**config.mk**
```make
export PLATFORM = sky130hd
export DESIGN_NAME = lphm_mod
export DESIGN_NICKNAME = d
export VERILOG_FILES = /design/src/sv/lphm_pkg.sv /design/src/sv/lphm_mod.sv
export SDC_FILE = /design/constraint.sdc
export NUM_CORES = 1
export LEC_CHECK = 0
export ABC_AREA = 1
export CORE_ASPECT_RATIO = 0.75
export CORE_MARGIN = 1
export CORE_UTILIZATION = 40
export CTS_CLUSTER_SIZE = 14
export DETAILED_ROUTE_END_ITERATION = 16
export DONT_BUFFER_PORTS = 1
export GPL_ROUTABILITY_DRIVEN = 0
export SETUP_SLACK_MARGIN = 0.2
export SYNTH_ARGS = -nofsm -noshare
export SYNTH_HDL_FRONTEND = slang
export SYNTH_SLANG_ARGS = --single-unit
```
**constraint.sdc**
```tcl
create_clock -name clk -period 2.72 [get_ports clk]
set_clock_uncertainty 0.15 [all_clocks]
set_input_delay 0.408 -clock clk [delete_from_list [all_inputs] [get_ports clk]]
set_output_delay 0.408 -clock clk [all_outputs]
set_load 0.02 [all_outputs]
```
**src/sv/lphm_pkg.sv**
```systemverilog
`timescale 1ns / 1ps
`default_nettype none
// ----------------------------------------------------------------------------
// lphm_pkg
// shared types and constants of the linear probing hash map
// ----------------------------------------------------------------------------
package lphm_pkg;

  localparam int KEY_W      = 64;  // key field
  localparam int VAL_W      = 32;  // value field
  localparam int SIZE_W     = 7;   // table size register and free count
  localparam int LIMIT_W    = 4;   // key length register and byte counts
  localparam int SUM_W      = 11;  // byte sum, at most 8 * 255
  localparam int CFG_W      = 7;   // widest config register
  localparam int CFG_IDX_W  = 1;
  localparam int OUT_SLOT_W = 6;

  localparam logic CMD_INSERT = 1'b0;
  localparam logic CMD_FIND   = 1'b1;

  localparam logic [CFG_IDX_W-1:0] REG_TABLE_SIZE     = 1'b0;
  localparam logic [CFG_IDX_W-1:0] REG_MAX_KEY_LENGTH = 1'b1;

  typedef enum logic [1:0] {
    ST_OK        = 2'd0,
    ST_FULL      = 2'd1,
    ST_TOO_LONG  = 2'd2,
    ST_NOT_FOUND = 2'd3
  } status_t;

  typedef enum logic [2:0] {
    S_CLEAR,
    S_IDLE,
    S_SCAN,
    S_MOD,
    S_PROBE_RD,
    S_PROBE_CHK
  } state_t;

  typedef struct packed {
    logic             used;
    logic [KEY_W-1:0] key;
    logic [VAL_W-1:0] value;
  } entry_t;

endpackage
`default_nettype wire

```
**src/sv/lphm_mod.sv**
```systemverilog
`timescale 1ns / 1ps
`default_nettype none
// ----------------------------------------------------------------------------
// lphm_mod
// restoring remainder unit, one dividend bit per cycle
// ----------------------------------------------------------------------------
module lphm_mod (
  input  wire                             clk,
  input  wire                             rst,
  input  wire                             start,
  input  wire  [lphm_pkg::SUM_W-1:0]      dividend,
  input  wire  [lphm_pkg::SIZE_W-1:0]     divisor,
  output logic                            done,
  output logic [lphm_pkg::SIZE_W-1:0]     remainder
);

  localparam int CNT_W = $clog2(lphm_pkg::SUM_W + 1);
  localparam logic [CNT_W-1:0] LAST_STEP = CNT_W'(lphm_pkg::SUM_W - 1);

  logic                        active;
  logic [CNT_W-1:0]            cnt;
  logic [lphm_pkg::SUM_W-1:0]  dvd;
  logic [lphm_pkg::SIZE_W:0]   trial;
  logic [lphm_pkg::SIZE_W:0]   diff;
  logic                        ge;

  // shift in the next dividend bit, subtract when it fits
  assign trial = {remainder, dvd[lphm_pkg::SUM_W-1]};
  assign ge    = (trial >= {1'b0, divisor});
  assign diff  = trial - {1'b0, divisor};

  always_ff @(posedge clk) begin
    if (rst) begin
      active <= 1'b0;
      cnt    <= '0;
      done   <= 1'b0;
    end else begin
      done <= 1'b0;
      if (start) begin
        active    <= 1'b1;
        cnt       <= '0;
        dvd       <= dividend;
        remainder <= '0;
      end else if (active) begin
        dvd       <= {dvd[lphm_pkg::SUM_W-2:0], 1'b0};
        remainder <= ge ? diff[lphm_pkg::SIZE_W-1:0] : trial[lphm_pkg::SIZE_W-1:0];
        cnt       <= cnt + 1'b1;
        if (cnt == LAST_STEP) begin
          active <= 1'b0;
          done   <= 1'b1;
        end
      end
    end
  end

endmodule
`default_nettype wire

```
**Word-level counts from Yosys, hierarchy flattened**

Index checks and enable logic that the tools add are counted.

- Latch bits: 0
- Bits in writable memories: 0
- Memories: 0
- Output and inout bits: 8
- Bits of input ports: 21
- ROM bits: 0
- Logic and storage cells: 23
- Register bits after elaboration: 24

- Multiplexer cells: 8
- $add $sub $neg: 2
- $lt $le $gt $ge: 1
- Bitwise gates (word level): 2
- Shift-type cells: 0
- Reduce and logical (&&, ||, !) cells: 4
- Multiply operators: 0
- Divide/modulo/power cells: 0
- Equality and inequality tests: 1

Operators with widths:

| operator | count |
|---|---|
| $mux 11 | 2 |
| $mux 7 | 2 |
| $ge 8x7->1 | 1 |
| $sub 7x7->7 | 1 |
| $add 4x1->4 const B | 1 |
| $eq 4x4->1 const B | 1 |
| $mux 1 | 4 |
| $reduce_or 3->1 | 1 |
| $not 1->1 | 2 |
| $reduce_and 2->1 | 1 |
| $reduce_bool 2->1 | 1 |
| $reduce_or 2->1 | 1 |

**Depth between registers and ports, before layout**

- Word-level depth: 4
- Depth in mapped cells: 13

**Worst setup path before layout**

OpenSTA, ideal clock, no wires.

- Path kind: input to register
- Start: input port start
- End: register dvd[0] (netlist name) (enable)
- Setup time: 0.401 ns
- Arrival time: 1.441 ns
- Required time: 2.169 ns
- Cell stages on the path: 2
- Setup slack: 0.728 ns
- Cells stage by stage: inv_2 a21oi_1

- Cells in the longest elaborated chain, start to end: 2

RTL lines:

| element | RTL line | source |
|---|---|---|
| from (decl) | lphm_mod.sv:10 | `input wire start,` |
| $reduce_bool 2->1 (no source line) | - |  |
| $reduce_and 2->1 (no source line) | - |  |
| to (signal assigned) | lphm_mod.sv:42 | `dvd <= dividend;` |
| to (signal assigned) | lphm_mod.sv:45 | `dvd <= {dvd[lphm_pkg::SUM_W-2:0], 1'b0};` |
| to (decl) | lphm_mod.sv:22 | `logic [lphm_pkg::SUM_W-1:0] dvd;` |

Every way passes these cells.
A chain may end at the register's enable or synchronous reset.

**Worst setup path in the final report**

- Start: register dvd[10] (netlist name)
- End: register remainder[2] (netlist name) (data pin)

- Cells in the longest elaborated chain, start to end: 3
- Elaborated cells on any way between the ends: 4
- Classes of those cells: add/sub: 1; order compare: 1; mux: 2

RTL lines:

| element | RTL line | source |
|---|---|---|
| $sub 7x7->7 / $ge 8x7->1 (equally long branches) | lphm_mod.sv:30, lphm_mod.sv:29 |  |
| $mux 7 * | lphm_mod.sv:46 | `remainder <= ge ? diff[lphm_pkg::SIZE_W-1:0] : trial[lphm_pkg::SIZE_W-1:0];` |
| $mux 7 * | lphm_mod.sv:44 | `end else if (active) begin` |
| to (signal assigned) | lphm_mod.sv:46 |  |
| to (decl) | lphm_mod.sv:14 | `output logic [lphm_pkg::SIZE_W-1:0] remainder` |

Every way passes the cells marked *; elsewhere a longest branch is shown, timed or not. The select of a mux whose other input is x is not followed.

==> summary.txt <==
Finish
  – Core Util, Final: 0.464
  – Final Non-Filler Cells: 225
  – Post-layout instance area: 0.00156 mm2
  – Ant. Diodes: 0
  – Fraction of layout cells with a size suffix above 1: 0.0811
  – Net count, final: 217
  – P&R area growth vs syn: 8.74%

Synthesis
  – Netlist cell types: 22
  – Most used DFF post-synth: edfxtp_1
  – Mapped Avg Cell Area: 7.86 um2
  – YS warnings: 0
  – Post-synth top area share: 0.378
  – Post-synth top area cell: edfxtp_1
  – Most frequent cells after synthesis: 62 x nand2_1, 26 x inv_1, 21 x nor2_1, 18 x edfxtp_1, 11 x nand3_1
  – Post-synthesis sequential area ratio: 0.462
  – Cells after synthesis: 182
  – Most numerous cell in the Yosys netlist: nand2_1
  – Post-synth ARST share: 0
  – Synthesized Nets: 213
  – Synth Register Bits: 24
  – EDFF count, synth: 18
  – Top post-synthesis cells by area: edfxtp_1 38%, nand2_1 16%, dfxtp_1 8.4%
  – Cell Area, Synth: about 0.0014 mm2

Worst setup path
  – Critical Path Source Type: flip-flop
  – CP Max Fanout: 7
  – Req. time, crit path: 2.60 ns
  – Buffers plus inverters on the worst setup path: 2
  – Critical Path, Cell by Cell: inv_1 -> ha_1 -> inv_1 -> fa_1 -> nand2_1 -> nand2_1 -> nand2_2 -> nand2_2 -> nand2_2 -> nand2_1 -> nor2_1 -> nor2_1
  – Setup CP Type: flip-flop to flip-flop
  – WP data arrival: 2.02 ns
  – Max stage delay on crit path: 0.40 ns
  – CP top delay family: simple AND/OR/NAND/NOR gates
  – Worst Setup End Kind: flip-flop
  – Slowest-stage cell, CP: fa_1

Job
  – MaxCap Viol Count: 0

Min path
  – Hold Crit Class: input pin to flip-flop

Floorplanning
  – Die area: 0.00382 mm2
  – Row count: 18
  – IO Pins: 29
  – Starting Density: 0.427
  – Core Box Area: 0.00336 mm2
  – Die width: ~71 um
  – Chip Height: 53.8 um

Power and ir drop
  – Clock Power Share: 0.333
  – Worst VDD drop: 0.340 mV
  – Sequential fraction of design power: 0.478
  – Net load switching power: 0.261 mW
  – Power per cell area: around 600 mW/mm2
  – Internal: 0.689 mW
  – P_leak: 0.749 nW
  – Total power: 0.950 mW
  – Switching Share: 0.275
  – Comb power frac: 0.190

Routing
  – Starting DRC count in detailed routing: 73
  – DRT Pass-1 Iters: 6
  – DR WL/cell: between 10 and 15 um
  – DRC viols: 0
  – DR vias/cell: 4.88
  – Via count: 1099
  – ANT nets after route: 0
  – Final WL: 2.72 mm

STA
  – Final setup violation count: 0
  – RSZ-0062 raised after global routing: no
  – Fin. max-slew vios: 0
  – Worst-case headroom to the max-slew limit: 0.697
  – Setup_tns: 0 ns
  – Final Cycle Share: 0.786
  – Hold_ws: 0.120 ns
  – Endpoints failing hold: 0
  – Highest clock rate: between 400 and 500 MHz
  – Worst Tran Pin Value: 0.455 ns
  – Final worst setup slack: between 0.5 and 0.6 ns
  – Min Tclk post-route: 2.14 ns

Placed design
  – DP Cell Count: 221
  – Placed cell areas: 0.00149 mm2
  – HPWL after DPL: about 2.2 mm
  – Place WS: between 0.5 and 0.6 ns
  – Buffers on Ports: 0

CTS
  – # hold bufs at CTS: 0
  – CTS Buf Count: 3
  – Total clock sinks: 24
  – CTS tree: yes
  – CTS clk-pin slew, worst paths: ~0.08 ns
  – H-Tree Depth: 1
  – Clk Tree Root Cell: clkbuf_8
  – Post-CTS Setup Inserts: 0
  – Clock Path Buffers: 2
  – Cts repair resizes: 0
  – Worst skew pair latency: 0.27 ns

GRT
  – Initial antenna violation count: 0
  – First-pass GRT wire length: 4.48 mm
  – GR Util All Layers: 0.155
  – Pin count of the biggest net entering global routing: 19
  – Vias in the first global route: between 1000 and 1500
  – Gr ovfl total: 0

Run status
  – Status: finished clean
==> worst paths after layout <==
kind | to | slack (ns) | startpoint | cells past startpoint
min | active | 0.12 | start | 1
max reg2reg | remainder[2] | 0.58 | dvd[10] | 12
max | remainder[2] | 0.58 | dvd[10] | 12
min reg2reg | cnt[0] | 0.36 | cnt[0] | 2
==> final cells by class <==
class | instances | area, um2
Clock buffer | 3 | 41.3
Clock inverter | 1 | 30.0
Fill cell | 336 | 1800
Inverter | 30 | 113
Multi-Input combinational cell | 126 | 654
Sequential cell | 24 | 661
Tap cell | 40 | 50.0
Timing Repair Buffer | 1 | 7.51
==> sequential cells by signal (all words and copies together), names as in the netlist <==
register and flops:
dvd 11, active 1, done 1, cnt 4, remainder 7
==> power by group through the flow <==
| stage | logic (mW) | registers [mW] | clock network, mW |
|---|---|---|---|
| 3_3_place_gp | 0.174 | 0.462 | 0 |
| 2_1_floorplan | 0.148 | 0.458 | 0 |
| 4_1_cts | 0.182 | 0.455 | 0.323 |
| 5_1_grt | 0.209 | 0.457 | 0.332 |
| 3_5_place_dp | 0.181 | 0.463 | 0 |
| 6_report | 0.180 | 0.454 | 0.316 |
==> metal layers <==
| metal | vias to the layer above | global-route usage | share of wire |
|---|---|---|---|
| met4 | 0 | 0.0500 | 0.0077 |
| met1 | 501 | 0.187 | 0.47 |
| li1 | 578 | - | - |
| met5 | - | 0 | 0 |
| met2 | 16 | 0.276 | 0.48 |
| met3 | 4 | 0.0449 | 0.039 |
==> worst reg2reg max path, stage by stage (launching register included) <==
cell and delay (ns):
edfxtp_1 0.36, inv_1 0.07, ha_1 0.15, inv_1 0.06, fa_1 0.40, nand2_1 0.08, nand2_1 0.08, nand2_2 0.09
nand2_2 0.07, nand2_2 0.12, nand2_1 0.09, nor2_1 0.10, nor2_1 0.05
==> logic make-up after synthesis <==
family	Yosys count	share of synthesized area
AO/OA/AOI/OAI	8	0.0367
XOR/XNOR	4	0.0245
adder cells (fa/ha/maj)	10	0.0927
buffers and inverters	32	0.0839
flip-flops	24	0.462
AND/OR/NAND/NOR	104	0.301
==> cell usage in the layout (no fill, tap or decap) <==
cell type  count
xor2_1         2
nand3_1       11
a21oi_2        3
inv_1         26
clkbuf_8       3
a21oi_1        3
bufinv_16      1
nor3_2         1
inv_2          3
nand2_2        3
dfxtp_1        6
nor3_1         2
fa_1           1
clkinv_1       1
or2_1          1
ha_1           9
a211oi_1       1
nor2_1        21
xnor2_1        2
nand4_1        3
nand2_1       62
o21a_1         1
edfxtp_1      18
buf_4          1
No activity file was read; power rests on OpenSTA's default activity.
